<file path="src/rtl/srarq_pkg.sv">
// shared types, codes and the window helper for the selective-repeat arq controller
package srarq_pkg;

  localparam int SEQ_W  = 5;
  localparam int SLOT_W = 4;
  localparam int CNT_W  = 5;
  localparam logic [CNT_W-1:0] WINDOW = 5'd16;
  localparam logic [SEQ_W-1:0] WINDOW_SEQ = 5'd16;

  // request types on the input channel
  localparam logic [2:0] REQ_PACKET  = 3'd0;
  localparam logic [2:0] REQ_PHYS    = 3'd1;
  localparam logic [2:0] REQ_FRAME   = 3'd2;
  localparam logic [2:0] REQ_DATA_TO = 3'd3;
  localparam logic [2:0] REQ_ACK_TO  = 3'd4;

  // received frame kinds
  localparam logic [1:0] KIND_DATA = 2'd0;
  localparam logic [1:0] KIND_ACK  = 2'd1;
  localparam logic [1:0] KIND_NAK  = 2'd2;

  // command actions
  localparam logic [2:0] ACT_STATUS  = 3'd0;
  localparam logic [2:0] ACT_SEND    = 3'd1;
  localparam logic [2:0] ACT_RESEND  = 3'd2;
  localparam logic [2:0] ACT_ACK     = 3'd3;
  localparam logic [2:0] ACT_NAK     = 3'd4;
  localparam logic [2:0] ACT_STORE   = 3'd5;
  localparam logic [2:0] ACT_DELIVER = 3'd6;
  localparam logic [2:0] ACT_STOP    = 3'd7;

  // ack timer commands
  localparam logic [1:0] ATM_KEEP  = 2'd0;
  localparam logic [1:0] ATM_START = 2'd1;
  localparam logic [1:0] ATM_STOP  = 2'd2;

  // classified operations passed from front to back
  localparam logic [2:0] OP_NONE      = 3'd0;
  localparam logic [2:0] OP_SEND      = 3'd1;
  localparam logic [2:0] OP_PHYS      = 3'd2;
  localparam logic [2:0] OP_FRAME_BAD = 3'd3;
  localparam logic [2:0] OP_FRAME_DAT = 3'd4;
  localparam logic [2:0] OP_FRAME_ACK = 3'd5;
  localparam logic [2:0] OP_FRAME_NAK = 3'd6;
  localparam logic [2:0] OP_TIMEOUT   = 3'd7;
  // ack timeout travels as its own flag on OP_NONE

  typedef struct packed {
    logic [2:0]       op;
    logic             ack_to;
    logic [SEQ_W-1:0] seq;
    logic [SEQ_W-1:0] ack;
    logic [SEQ_W-1:0] tslot;
  } ev_t;

  typedef struct packed {
    logic [CNT_W-1:0] buffered_count;
    logic             busy;
  } back_stat_t;

  // b lies in the circular range [a, c)
  function automatic logic in_window(input logic [SEQ_W-1:0] a,
                                     input logic [SEQ_W-1:0] b,
                                     input logic [SEQ_W-1:0] c);
    in_window = ((a <= b) && (b < c)) || ((c < a) && (a <= b)) || ((b < c) && (c < a));
  endfunction

endpackage

</file>
<file path="src/rtl/srarq_front.sv">
// request classification and two-entry queue toward the command sequencer
module srarq_front import srarq_pkg::*; (
  input  logic             clk,
  input  logic             rst_n,
  input  logic             in_valid,
  output logic             in_stall,
  input  logic [2:0]       in_req_type,
  input  logic             in_frame_good,
  input  logic [1:0]       in_frame_kind,
  input  logic [SEQ_W-1:0] in_frame_seq,
  input  logic [SEQ_W-1:0] in_frame_ack,
  input  logic [SEQ_W-1:0] in_timeout_slot,
  output logic             q_valid,
  output ev_t              q_ev,
  input  logic             q_pop
);

  ev_t        q_r [2];
  logic       wr_ptr_r, wr_ptr_nxt;
  logic       rd_ptr_r, rd_ptr_nxt;
  logic [1:0] count_r, count_nxt;
  ev_t        ev;
  logic       push;

  always_comb begin
    ev = '0;
    ev.seq   = in_frame_seq;
    ev.ack   = in_frame_ack;
    ev.tslot = in_timeout_slot;
    case (in_req_type)
      REQ_PACKET:  ev.op = OP_SEND;
      REQ_PHYS:    ev.op = OP_PHYS;
      REQ_DATA_TO: ev.op = OP_TIMEOUT;
      REQ_ACK_TO: begin
        ev.op     = OP_NONE;
        ev.ack_to = 1'b1;
      end
      REQ_FRAME: begin
        if (!in_frame_good) ev.op = OP_FRAME_BAD;
        else if (in_frame_kind == KIND_DATA) ev.op = OP_FRAME_DAT;
        else if (in_frame_kind == KIND_NAK) ev.op = OP_FRAME_NAK;
        else ev.op = OP_FRAME_ACK;   // unknown kind acts as an ack
      end
      default:     ev.op = OP_NONE;
    endcase
  end

  assign in_stall = (count_r == 2'd2);
  assign push     = in_valid && !in_stall;
  assign q_valid  = (count_r != 2'd0);
  assign q_ev     = q_r[rd_ptr_r];

  always_comb begin
    wr_ptr_nxt = wr_ptr_r ^ push;
    rd_ptr_nxt = rd_ptr_r ^ (q_pop && q_valid);
    count_nxt  = count_r + {1'b0, push} - {1'b0, q_pop && q_valid};
  end

  always_ff @(posedge clk) begin
    if (!rst_n) begin
      wr_ptr_r <= 1'b0;
      rd_ptr_r <= 1'b0;
      count_r  <= 2'd0;
    end else begin
      wr_ptr_r <= wr_ptr_nxt;
      rd_ptr_r <= rd_ptr_nxt;
      count_r  <= count_nxt;
    end
  end

  always_ff @(posedge clk) begin
    if (push) q_r[wr_ptr_r] <= ev;
  end

endmodule

</file>
<file path="src/rtl/srarq_back.sv">
// window state and command sequencer with registered command output
module srarq_back import srarq_pkg::*; (
  input  logic              clk,
  input  logic              rst_n,
  input  logic              q_valid,
  input  ev_t               q_ev,
  output logic              q_pop,
  output logic              out_valid,
  input  logic              out_stall,
  output logic [2:0]        out_action,
  output logic [SEQ_W-1:0]  out_seq,
  output logic [SEQ_W-1:0]  out_ack,
  output logic [SLOT_W-1:0] out_buffer_slot,
  output logic              out_start_data_timer,
  output logic [1:0]        out_ack_timer_cmd,
  output logic              out_network_enable,
  output logic              out_last,
  output back_stat_t        stat
);

  localparam logic [2:0] S_IDLE    = 3'd0;
  localparam logic [2:0] S_FIRST   = 3'd1;
  localparam logic [2:0] S_STORE   = 3'd2;
  localparam logic [2:0] S_DELIVER = 3'd3;
  localparam logic [2:0] S_NAKRES  = 3'd4;
  localparam logic [2:0] S_ACKLOOP = 3'd5;
  localparam logic [2:0] S_STATUS  = 3'd6;

  logic [2:0]        state_r, state_nxt;
  ev_t               cur_r, cur_nxt;
  logic [SEQ_W-1:0]  nts_r, nts_nxt;
  logic [SEQ_W-1:0]  re_r, re_nxt;
  logic [SEQ_W-1:0]  ou_r, ou_nxt;
  logic [SEQ_W-1:0]  ru_r, ru_nxt;
  logic [CNT_W-1:0]  bc_r, bc_nxt;
  logic [WINDOW-1:0] map_r, map_nxt;
  logic              nak_ok_r, nak_ok_nxt;
  logic              phys_r, phys_nxt;

  logic              vld_r, vld_nxt;
  logic [2:0]        act_r, act_nxt;
  logic [SEQ_W-1:0]  seq_r, seq_nxt;
  logic [SEQ_W-1:0]  ack_r, ack_nxt;
  logic [SLOT_W-1:0] slot_r, slot_nxt;
  logic              start_r, start_nxt;
  logic [1:0]        atm_r, atm_nxt;
  logic              ne_r, ne_nxt;
  logic              last_r, last_nxt;

  logic              out_free;
  logic              emit;
  logic [SEQ_W-1:0]  ackv;
  logic [SEQ_W-1:0]  tsl;
  logic [SEQ_W-1:0]  nak_seq;

  assign out_free = !vld_r || !out_stall;
  assign ackv     = re_r - 5'd1;
  assign tsl      = in_window(ou_r, cur_r.tslot, nts_r) ? cur_r.tslot
                                                        : cur_r.tslot + WINDOW_SEQ;
  assign nak_seq  = cur_r.ack + 5'd1;

  always_comb begin
    state_nxt  = state_r;
    cur_nxt    = cur_r;
    nts_nxt    = nts_r;
    re_nxt     = re_r;
    ou_nxt     = ou_r;
    ru_nxt     = ru_r;
    bc_nxt     = bc_r;
    map_nxt    = map_r;
    nak_ok_nxt = nak_ok_r;
    phys_nxt   = phys_r;
    q_pop      = 1'b0;
    emit       = 1'b0;
    act_nxt    = ACT_STATUS;
    seq_nxt    = '0;
    ack_nxt    = '0;
    slot_nxt   = '0;
    start_nxt  = 1'b0;
    atm_nxt    = ATM_KEEP;
    ne_nxt     = 1'b0;
    last_nxt   = 1'b0;

    case (state_r)
      S_IDLE: begin
        if (q_valid) begin
          q_pop     = 1'b1;
          cur_nxt   = q_ev;
          state_nxt = S_FIRST;
        end
      end
      S_FIRST: begin
        case (cur_r.op)
          OP_SEND: begin
            if (bc_r < WINDOW) begin
              emit      = 1'b1;
              act_nxt   = ACT_SEND;
              seq_nxt   = nts_r;
              ack_nxt   = ackv;
              slot_nxt  = nts_r[SLOT_W-1:0];
              start_nxt = 1'b1;
              if (out_free) begin
                nts_nxt   = nts_r + 5'd1;
                bc_nxt    = bc_r + 5'd1;
                state_nxt = S_STATUS;
              end
            end else begin
              state_nxt = S_STATUS;
            end
          end
          OP_PHYS: begin
            phys_nxt  = 1'b1;
            state_nxt = S_STATUS;
          end
          OP_TIMEOUT: begin
            emit      = 1'b1;
            act_nxt   = ACT_RESEND;
            seq_nxt   = tsl;
            ack_nxt   = ackv;
            slot_nxt  = tsl[SLOT_W-1:0];
            start_nxt = 1'b1;
            atm_nxt   = ATM_STOP;
            if (out_free) state_nxt = S_STATUS;
          end
          OP_FRAME_BAD: begin
            if (nak_ok_r) begin
              emit    = 1'b1;
              act_nxt = ACT_NAK;
              ack_nxt = ackv;
              atm_nxt = ATM_STOP;
              if (out_free) begin
                nak_ok_nxt = 1'b0;
                state_nxt  = S_STATUS;
              end
            end else begin
              state_nxt = S_STATUS;
            end
          end
          OP_FRAME_DAT: begin
            emit = 1'b1;
            if (cur_r.seq != re_r && nak_ok_r) begin
              act_nxt = ACT_NAK;
              ack_nxt = ackv;
              atm_nxt = ATM_STOP;
              if (out_free) nak_ok_nxt = 1'b0;
            end else begin
              atm_nxt = ATM_START;
            end
            if (out_free) state_nxt = S_STORE;
          end
          OP_FRAME_NAK: state_nxt = S_NAKRES;
          OP_FRAME_ACK: state_nxt = S_ACKLOOP;
          default: begin
            // ack timeout sends a bare ack, anything else only the status
            if (cur_r.ack_to) begin
              emit    = 1'b1;
              act_nxt = ACT_ACK;
              ack_nxt = ackv;
              atm_nxt = ATM_STOP;
              if (out_free) state_nxt = S_STATUS;
            end else begin
              state_nxt = S_STATUS;
            end
          end
        endcase
      end
      S_STORE: begin
        if (in_window(re_r, cur_r.seq, ru_r) && !map_r[cur_r.seq[SLOT_W-1:0]]) begin
          emit     = 1'b1;
          act_nxt  = ACT_STORE;
          seq_nxt  = cur_r.seq;
          slot_nxt = cur_r.seq[SLOT_W-1:0];
          if (out_free) begin
            map_nxt[cur_r.seq[SLOT_W-1:0]] = 1'b1;
            state_nxt = S_DELIVER;
          end
        end else begin
          state_nxt = S_ACKLOOP;
        end
      end
      S_DELIVER: begin
        // hand over in-order frames while the next expected slot is filled
        if (map_r[re_r[SLOT_W-1:0]]) begin
          emit     = 1'b1;
          act_nxt  = ACT_DELIVER;
          seq_nxt  = re_r;
          slot_nxt = re_r[SLOT_W-1:0];
          atm_nxt  = ATM_START;
          if (out_free) begin
            map_nxt[re_r[SLOT_W-1:0]] = 1'b0;
            nak_ok_nxt = 1'b1;
            re_nxt     = re_r + 5'd1;
            ru_nxt     = ru_r + 5'd1;
          end
        end else begin
          state_nxt = S_ACKLOOP;
        end
      end
      S_NAKRES: begin
        if (in_window(ou_r, nak_seq, nts_r)) begin
          emit      = 1'b1;
          act_nxt   = ACT_RESEND;
          seq_nxt   = nak_seq;
          ack_nxt   = ackv;
          slot_nxt  = nak_seq[SLOT_W-1:0];
          start_nxt = 1'b1;
          atm_nxt   = ATM_STOP;
          if (out_free) state_nxt = S_ACKLOOP;
        end else begin
          state_nxt = S_ACKLOOP;
        end
      end
      S_ACKLOOP: begin
        // cumulative ack releases frames one per command
        if (in_window(ou_r, cur_r.ack, nts_r)) begin
          emit     = 1'b1;
          act_nxt  = ACT_STOP;
          slot_nxt = ou_r[SLOT_W-1:0];
          if (out_free) begin
            if (bc_r != '0) bc_nxt = bc_r - 5'd1;
            ou_nxt = ou_r + 5'd1;
          end
        end else begin
          state_nxt = S_STATUS;
        end
      end
      S_STATUS: begin
        emit     = 1'b1;
        ne_nxt   = (bc_r < WINDOW) && phys_r;
        last_nxt = 1'b1;
        if (out_free) state_nxt = S_IDLE;
      end
      default: state_nxt = S_IDLE;
    endcase

    if (emit && out_free) vld_nxt = 1'b1;
    else if (!out_stall) vld_nxt = 1'b0;
    else vld_nxt = vld_r;
  end

  always_ff @(posedge clk) begin
    if (!rst_n) begin
      state_r  <= S_IDLE;
      nts_r    <= '0;
      re_r     <= '0;
      ou_r     <= '0;
      ru_r     <= WINDOW_SEQ;
      bc_r     <= '0;
      map_r    <= '0;
      nak_ok_r <= 1'b1;
      phys_r   <= 1'b0;
      vld_r    <= 1'b0;
    end else begin
      state_r  <= state_nxt;
      nts_r    <= nts_nxt;
      re_r     <= re_nxt;
      ou_r     <= ou_nxt;
      ru_r     <= ru_nxt;
      bc_r     <= bc_nxt;
      map_r    <= map_nxt;
      nak_ok_r <= nak_ok_nxt;
      phys_r   <= phys_nxt;
      vld_r    <= vld_nxt;
    end
  end

  always_ff @(posedge clk) begin
    cur_r <= cur_nxt;
    if (emit && out_free) begin
      act_r   <= act_nxt;
      seq_r   <= seq_nxt;
      ack_r   <= ack_nxt;
      slot_r  <= slot_nxt;
      start_r <= start_nxt;
      atm_r   <= atm_nxt;
      ne_r    <= ne_nxt;
      last_r  <= last_nxt;
    end
  end

  assign out_valid            = vld_r;
  assign out_action           = act_r;
  assign out_seq              = seq_r;
  assign out_ack              = ack_r;
  assign out_buffer_slot      = slot_r;
  assign out_start_data_timer = start_r;
  assign out_ack_timer_cmd    = atm_r;
  assign out_network_enable   = ne_r;
  assign out_last             = last_r;
  assign stat.buffered_count  = bc_r;
  assign stat.busy            = (state_r != S_IDLE);

endmodule

</file>
<file path="src/rtl/selective_repeat_arq_controller_top.sv">
// Selective-repeat ARQ controller: sequence and window logic of a sliding-window link.
// Input channel (in_valid / in_stall) takes one event per request: packet ready,
// physical layer ready, frame received, data timeout or ack timeout, with the
// received frame's check result, kind, sequence and ack numbers and the timer slot.
// Result channel (out_valid / out_stall) returns a run of commands per event; the
// run always ends with a status command that has out_last set and carries the
// network-layer enable.
// A two-entry request queue sits in front of the command sequencer, so up to two
// further requests are taken while a run is still being emitted.
// With the sequencer idle, a taken request passes through the queue entry and the
// sequencer's event register before its first command is registered onto out_valid.
// The sequencer walks deliver and release loops one sequence number per cycle while
// out_stall is low, and each loop exit passes through a state that emits no command;
// it pops the next request only from idle, after the run's status command.
// Reset (rst_n low, synchronous) empties the queue and output register and puts
// the windows at their start: send and receive at 0, receive upper edge 16,
// nothing buffered, all slots empty, nak allowed, physical layer not ready.
// While out_stall is high the pending command holds and the sequencer waits to emit the next one.
module selective_repeat_arq_controller_top import srarq_pkg::*; (
  input  logic              clk,
  input  logic              rst_n,
  input  logic              in_valid,
  output logic              in_stall,
  input  logic [2:0]        in_req_type,
  input  logic              in_frame_good,
  input  logic [1:0]        in_frame_kind,
  input  logic [SEQ_W-1:0]  in_frame_seq,
  input  logic [SEQ_W-1:0]  in_frame_ack,
  input  logic [SEQ_W-1:0]  in_timeout_slot,
  output logic              out_valid,
  input  logic              out_stall,
  output logic [2:0]        out_action,
  output logic [SEQ_W-1:0]  out_seq,
  output logic [SEQ_W-1:0]  out_ack,
  output logic [SLOT_W-1:0] out_buffer_slot,
  output logic              out_start_data_timer,
  output logic [1:0]        out_ack_timer_cmd,
  output logic              out_network_enable,
  output logic              out_last
);

  logic       q_valid;
  ev_t        q_ev;
  logic       q_pop;
  back_stat_t stat;

  srarq_front u_front (
    .clk             (clk),
    .rst_n           (rst_n),
    .in_valid        (in_valid),
    .in_stall        (in_stall),
    .in_req_type     (in_req_type),
    .in_frame_good   (in_frame_good),
    .in_frame_kind   (in_frame_kind),
    .in_frame_seq    (in_frame_seq),
    .in_frame_ack    (in_frame_ack),
    .in_timeout_slot (in_timeout_slot),
    .q_valid         (q_valid),
    .q_ev            (q_ev),
    .q_pop           (q_pop)
  );

  srarq_back u_back (
    .clk                  (clk),
    .rst_n                (rst_n),
    .q_valid              (q_valid),
    .q_ev                 (q_ev),
    .q_pop                (q_pop),
    .out_valid            (out_valid),
    .out_stall            (out_stall),
    .out_action           (out_action),
    .out_seq              (out_seq),
    .out_ack              (out_ack),
    .out_buffer_slot      (out_buffer_slot),
    .out_start_data_timer (out_start_data_timer),
    .out_ack_timer_cmd    (out_ack_timer_cmd),
    .out_network_enable   (out_network_enable),
    .out_last             (out_last),
    .stat                 (stat)
  );

  // send window never holds more than a window of frames
  a_bc_bound: assert property (@(posedge clk) disable iff (!rst_n)
    stat.buffered_count <= WINDOW)
    else $error("buffered count above window");

  // the final command of a run is always the status command
  a_last_status: assert property (@(posedge clk) disable iff (!rst_n)
    out_valid && out_last |-> out_action == ACT_STATUS)
    else $error("last command is not status");

  // network enable only rides on the final command
  a_ne_last: assert property (@(posedge clk) disable iff (!rst_n)
    out_valid && out_network_enable |-> out_last)
    else $error("network enable off the last command");

  // data timer starts only with a data transmission
  a_timer_send: assert property (@(posedge clk) disable iff (!rst_n)
    out_valid && out_start_data_timer |->
      (out_action == ACT_SEND || out_action == ACT_RESEND))
    else $error("data timer started without a send");

  // a run still in progress keeps the sequencer busy
  a_run_busy: assert property (@(posedge clk) disable iff (!rst_n)
    out_valid && !out_last |-> stat.busy)
    else $error("sequencer idle in the middle of a run");

endmodule

</file>
<file path="config.mk">
export PLATFORM = sky130hd
export DESIGN_NAME = selective_repeat_arq_controller_top
export DESIGN_NICKNAME = d
export VERILOG_FILES = /design/src/rtl/srarq_pkg.sv /design/src/rtl/srarq_front.sv /design/src/rtl/srarq_back.sv /design/src/rtl/selective_repeat_arq_controller_top.sv
export SDC_FILE = /design/constraint.sdc
export NUM_CORES = 1
export LEC_CHECK = 0
export BUFFER_PORTS_ARGS = -buffer_cell sky130_fd_sc_hd__buf_2
export CORE_ASPECT_RATIO = 0.9
export CORE_MARGIN = 8
export CORE_UTILIZATION = 66
export CTS_CLUSTER_DIAMETER = 200
export CTS_CLUSTER_SIZE = 24
export DETAILED_ROUTE_END_ITERATION = 10
export PLACE_DENSITY_LB_ADDON = 0.12
export SYNTH_ARGS = -nofsm -noshare
export SYNTH_HDL_FRONTEND = slang
export SYNTH_SLANG_ARGS = --single-unit
</file>
<file path="constraint.sdc">
create_clock -name clk -period 7.2 [get_ports clk]
set_input_delay 1.08 -clock clk [delete_from_list [all_inputs] [get_ports clk]]
set_output_delay 1.08 -clock clk [all_outputs]
set_load 0.01 [all_outputs]
</file>
**Word level (Yosys, flattened, before mapping)**

Memories as Yosys holds them, arrays and structs flattened. A register that Yosys moved wholly into a read port is not among the register bits.
Cells that the tools add are included.

- Memories: 1
- Flip-flop bits (word level): 73
- Output and inout bits: 24
- Logic and storage cells: 250
- Memory bits (writable): 38
- Input bits: 25

- Magnitude comparators: 15
- Muxes and demuxes: 104
- Add/sub/neg operators: 11
- Bitwise operators: 5
- Equal/unequal tests: 40
- Reductions and logical operators: 53

Memories:

| name | depth | bits a word | read ports | clocked after Yosys merged registers in | write ports | line | RTL |
|---|---|---|---|---|---|---|---|
| u_front.q_r | 2 | 19 | 1 | 1 | 1 | srarq_front.sv:18 | `ev_t q_r [2];` |

Operators by type and width:

| cell | count |
|---|---|
| $mux 5 | 16 |
| $mux 16 | 4 |
| $mux 3 | 20 |
| $pmux 3 s7 | 2 |
| $pmux 16 s2 | 1 |
| $add 5x1->5 const B | 6 |
| $lt 5x5->1 | 6 |
| $pmux 3 s5 | 2 |
| $pmux 5 s2 | 3 |
| $mux 1 | 27 |
| $pmux 5 s5 | 1 |
| $eq 3x3->1 const B | 8 |
| $ne 2x1->1 const B | 12 |
| $le 5x5->1 | 4 |
| $logic_and 1x1->1 | 20 |
| $mux 4 | 5 |
| $pmux 4 s5 | 1 |
| $pmux 5 s4 | 1 |
| $eq 3x2->1 const B | 6 |
| $and 16x16->16 | 1 |
| $not 16->16 | 1 |
| $or 16x16->16 | 1 |
| $mux 2 | 7 |
| $reduce_and 7->1 | 2 |
| 37 further kinds | 71 |

**Longest topological paths before layout**

- Word-level depth: 9
- Mapped depth: 13
- Mapped depth without buffers: 13

**Cells and area by module**

A second synthesis with hierarchy kept.

- Cell total of the unflattened synthesis: 666
- Area total of the unflattened synthesis: 7,226.9 µm²

Modules (own cells, without submodules):

| module | times used | cells an instance | seq. area each (µm²) | area an instance (µm²) |
|---|---|---|---|---|
| srarq_back | 1 | 571 | 2,172.1 | 5,497.8 |
| srarq_front | 1 | 95 | 1,241.2 | 1,729.2 |

**Least setup slack after synthesis**

Ideal clock, no wire load.

- Path kind: register to register
- Start: register u_back.cur_r[5] in the netlist's numbering
- End: register u_back.ack_r[0] (netlist: u_back.out_ack[0]), enable pin
- Setup time: 414 ps
- Setup slack: 3,216 ps
- Buffers on the path: 0
- Period minus slack after synthesis: 3,984 ps
- Arrival time: 3,570 ps
- Stages on the path, launching flop included: 12
- Cells stage by stage: edfxtp_1 > ha_1 > nand3_1 > xnor2_1 > inv_1 > ha_1 > a21boi_0 > o32a_1 > maj3_1 > a21oi_1 > nor2_1 > a31oi_1

- Word-level cells in the longest chain between the ends: 8
- Elaborated cells on any way between the ends: 19
- Those cells by class: add/sub: 1; order compare: 4; mux: 3; reduce/logical: 11

RTL lines:

| element | line | RTL |
|---|---|---|
| from (decl) | srarq_back.sv:30 | `ev_t cur_r, cur_nxt;` |
| from (signal assigned) | srarq_back.sv:268 | `cur_r <= cur_nxt;` |
| $add 5x1->5 | srarq_back.sv:60 | `assign nak_seq = cur_r.ack + 5'd1;` |
| $le 5x5->1 / $lt 5x5->1 (equally long branches) | srarq_pkg.sv:65 | `in_window = ((a <= b) && (b < c)) \|\| ((c < a) && (a <= b)) \|\| ((b < c) && (c < a));` |
| $logic_and 1x1->1 | srarq_pkg.sv:65 |  |
| $logic_or 1x1->1 (2 in a row) | srarq_pkg.sv:65 |  |
| $mux 1 | srarq_back.sv:200 | `if (in_window(ou_r, nak_seq, nts_r)) begin` |
| $pmux 1 s6 (*) | srarq_back.sv:84 | `case (state_r)` |
| $logic_and 1x1->1 (*) | srarq_back.sv:269 | `if (emit && out_free) begin` |
| to (signal assigned) | srarq_back.sv:272 | `ack_r <= ack_nxt;` |
| to (decl) | srarq_back.sv:43 | `logic [SEQ_W-1:0] ack_r, ack_nxt;` |

Mark *: on every way between the ends. The rest lies on a longest branch, timed or not.
A chain may end at the register's enable or synchronous reset.

**Worst setup path in the final report**

- Start: register u_back.re_r[2]
- End: register u_back.slot_r[0] (netlist: u_back.out_buffer_slot[0]), enable pin

- Word-level cells in the longest chain between the ends: 8
- Elaborated cells on any way between the ends: 14
- Those cells by class: order compare: 2; mux: 5; reduce/logical: 7

RTL lines:

| element | line | RTL |
|---|---|---|
| from (decl) | srarq_back.sv:32 | `logic [SEQ_W-1:0] re_r, re_nxt;` |
| from (signal assigned) | srarq_back.sv:256 | `re_r <= re_nxt;` |
| $le 5x5->1 / $lt 5x5->1 (equally long branches) | srarq_pkg.sv:65 |  |
| $logic_and 1x1->1 | srarq_pkg.sv:65 |  |
| $logic_or 1x1->1 (2 in a row) | srarq_pkg.sv:65 |  |
| $logic_and 1x1->1 | srarq_back.sv:168 | `if (in_window(re_r, cur_r.seq, ru_r) && !map_r[cur_r.seq[SLOT_W-1:0]]) begin` |
| $mux 1 | srarq_back.sv:168 |  |
| $pmux 1 s6 (*) | srarq_back.sv:84 |  |
| $logic_and 1x1->1 (*) | srarq_back.sv:269 |  |
| to (signal assigned) | srarq_back.sv:273 | `slot_r <= slot_nxt;` |
| to (decl) | srarq_back.sv:44 | `logic [SLOT_W-1:0] slot_r, slot_nxt;` |

Mark *: on every way between the ends. The rest lies on a longest branch, timed or not. The select of a mux whose other input is x is not followed.

==> summary.md <==
| Metric | Value |
|---|---|
| Sequential Power Share | 0.415 |
| Share of cells above drive strength 1 | 0.153 |
| Startpoint Class | register |
| CTS buffer count | 17 |
| Leakage power | 3.15 nW |
| Slowest cell delay on critical path | 0.93 ns |
| Number of global-route vias before repair | 5314 |
| Die width | 125 um |
| Initial Utilization | 0.666 |
| Netlist Area Pre-Place | 7080 sq um |
| Longest Clk Path Bufs | 2 |
| Post-Syn Instances | 656 |
| Clock root cell | clkbuf_16 |
| DRC viols | 0 |
| Internal Power | 1.83 mW |
| Slowest-stage cell, CP | a31oi_2 |
| Antenna violations before repair | 0 |
| CTS resizes | 0 |
| Clk sink count | 130 |
| Finish-stage setup viols | 0 |
| Distinct cells, synth | 59 |
| Core Area | 10600 sq um |
| Clk slew on worst S/H paths | 0.05 ns |
| Kind of critical path | reg -> reg |
| Least-Margin Pin Slew | 1.26 ns |
| Antenna cell count | 0 |
| WP data required | 7.23 ns |
| Clock Power Share | 0.283 |
| Antenna viol nets, final | 0 |
| Crit path max-delay family | compound AO/OA/AOI/OAI gates |
| Sw Pwr | 0.966 mW |
| Worst vdd ir | 0.202 mV |
| Setup TNS | 0 ns |
| Post-synthesis net count | 745 |
| Hold Violations, Final | 0 |
| First-pass GRT wire length | 27100 um |
| Area leader, netlist | edfxtp_1 |
| Gpl congestion | 0.952 |
| Final #Nets | 788 |
| Seq cells post-synth | 130 |
| Buf+Inv Stages, Crit Path | 2 |
| Asr flop ratio synth | 0 |
| Remaining Overflow, GRT | 0 |
| DIE AREA | 14300 sq um |
| H-tree depth | 4 |
| Clk_skew | 0.0113 ns |
| Final Critical Period | 4.16 ns |
| Worst-skew pair later-pin latency | 0.43 ns |
| Worst EP arrival | 4.19 ns |
| Most frequent cells in the layout | edfxtp_1 (79), ha_1 (63), nor2_1 (59) |
| Critical path endpoint category | register |
| Avg WL per Cell | 19.8 um |
| Worst setup margin | 3.04 ns |
| Largest net degree at the start of global routing | 31 |
| Final WL | 16800 um |
| Fin crit share | 0.578 |
| Most common cell after layout, fill and taps aside | edfxtp_1 |
| Slew HR | 0.157 |
| Port Buffers | 48 |
| Ys Warns | 0 |
| F_max | 240 MHz |
| Comb power frac | 0.302 |
| Num ports | 49 |
| Synth top area cells | edfxtp_1 (34%), dfxtp_1 (14%), ha_1 (11%) |
| Worst hold path class | reg -> reg |
| GRT Util Overall | 0.245 |
| Share of the synthesized area in the top cell type | 0.335 |
| Outcome | complete, no violations |
| Pre-CTS setup slack | 3.17 ns |
| Max-Cap Viols | 0 |
| Post-DR vias/cell | 6.33 |
| Register area share after synthesis | 0.479 |
| DP Wirelength | 12100 um |
| Crit path max fanout | 22 |
| Sw Share | 0.346 |
| Crit path cell chain | clkinv_1 -> ha_1 -> a21oi_1 -> o21ai_0 -> a31oi_1 -> maj3_1 -> and4b_1 -> inv_1 -> a31oi_2 |
| Slew Limit Fails | 0 |
| Layout Utilization | 0.746 |
| Area Growth Syn to Fin | 12.0% |
| TritonCTS clock tree | built |
| Die Ht | 114 um |
| Post-CTS Setup Repair Bufs | 0 |
| Initial drt markers | 528 |
| Rows | 36 |
| Vias post-DR | 5347 |
| DR pass1 iterations | 8 |
| Post-synth EDFFs | 79 |
| Unrepaired setup endpoints after global routing | false |
| Post-Syn Area per Cell | 10.8 sq um |
| Main synth FF type | edfxtp_1 |
| PwrDens | 352 nW/um^2 |
| Hold buffer count at cts | 0 |
kinds of logic (layout without fill, tap and decap cells):
group | after synthesis | after routing | share of synthesized area
XOR/XNOR | 30 | 30 | 0.0371
multiplexers | 36 | 36 | 0.0719
AND/OR/NAND/NOR | 178 | 178 | 0.124
flip-flops | 130 | 130 | 0.479
buffers and inverters | 79 | 135 | 0.0452
AO/OA/AOI/OAI | 135 | 135 | 0.122
adder cells (fa/ha/maj) | 68 | 68 | 0.120
worst min-delay path, delay by kind of cell (launching register included):
kind             cells  cell delay (ns)
AO/OA/AOI/OAI        1             0.06
flip-flops           1             0.32
AND/OR/NAND/NOR      1             0.06
through the flow:
stage | power, mW | hold slack [ns] | cell area [sq um] | std cells
after global placement | 1.96 | 0.465 | 7390 | 813
after detailed placement | 1.99 | 0.476 | 7390 | 813
final | 2.79 | 0.482 | 7930 | 845
after floorplan | 1.72 | 0.429 | 7080 | 656
after CTS | 2.79 | 0.484 | 7930 | 845
after global routing | 2.94 | 0.542 | 7930 | 845
cell type report:
class,instances,area [sq um]
Sequential cell,130,3390
Multi-Input combinational cell,447,3370
Fill cell,725,2700
Clock buffer,19,433
Timing Repair Buffer,50,255
Inverter,53,199
Tap cell,133,166
Clock inverter,13,111
flip-flops by register name, summed over array words and instances, names as in the netlist, 4 cells and up:
| register | count |
|---|---|
| u_back.bc_r | 5 |
| u_back.cur_r | 19 |
| u_back.out_buffer_slot | 4 |
| u_back.out_ack | 5 |
| u_back.map_r | 16 |
| u_back.nts_r | 5 |
| u_back.ou_r | 5 |
| u_front.q_r | 38 |
| u_back.ru_r | 5 |
| u_back.re_r | 5 |
| u_back.out_seq | 5 |
synthesized netlist by cell type, types with 6 or more instances:
master    number
o21ai_1        8
xnor2_1       28
nor2b_1        9
nand4_1       13
o311ai_0      11
nor3_1         7
mux2_2        20
buf_2          7
edfxtp_1      79
dfxtp_1       51
clkbuf_1      17
a31oi_1        7
a21oi_1       25
mux4_2         6
a21o_1        12
nor2_1        59
mux2i_1        7
ha_1          63
inv_1         52
nand2_1       35
nand3_1       21
and2_1         9
o21ai_0       38
metal layers:
layer / global-route usage / wire length [um] / vias to the layer above / part of all wire
met3: 0.0712 / 1290 / 40 / 0.077
li1: - / - / 2504 / -
met2: 0.389 / 7770 / 226 / 0.46
met5: 0 / 0 / - / 0
met4: 0.126 / 421 / 0 / 0.025
met1: 0.299 / 7280 / 2577 / 0.43
power by group through the flow:
| stage | Combinational, mW | Clock (mW) | Sequential, mW |
|---|---|---|---|
| after global routing | 0.937 | 0.831 | 1.18 |
| after CTS | 0.835 | 0.800 | 1.15 |
| after global placement | 0.802 | 0 | 1.16 |
| after floorplan | 0.591 | 0 | 1.13 |
| final | 0.843 | 0.792 | 1.16 |
| after detailed placement | 0.827 | 0 | 1.17 |
path summary, 6_finish.rpt:
check,slack (ns),to,start,cells after the start
setup reg to reg,3.04,u_back.out_buffer_slot[0]$_DFFE_PP_,u_back.re_r[2]$_SDFFE_PN0P_,9
setup / recovery,3.04,u_back.out_buffer_slot[0]$_DFFE_PP_,u_back.re_r[2]$_SDFFE_PN0P_,9
hold / removal,0.48,u_back.bc_r[3]$_SDFFE_PN0P_,u_back.bc_r[3]$_SDFFE_PN0P_,2
hold reg to reg,0.48,u_back.bc_r[3]$_SDFFE_PN0P_,u_back.bc_r[3]$_SDFFE_PN0P_,2
(Power assumes the default switching activity.)
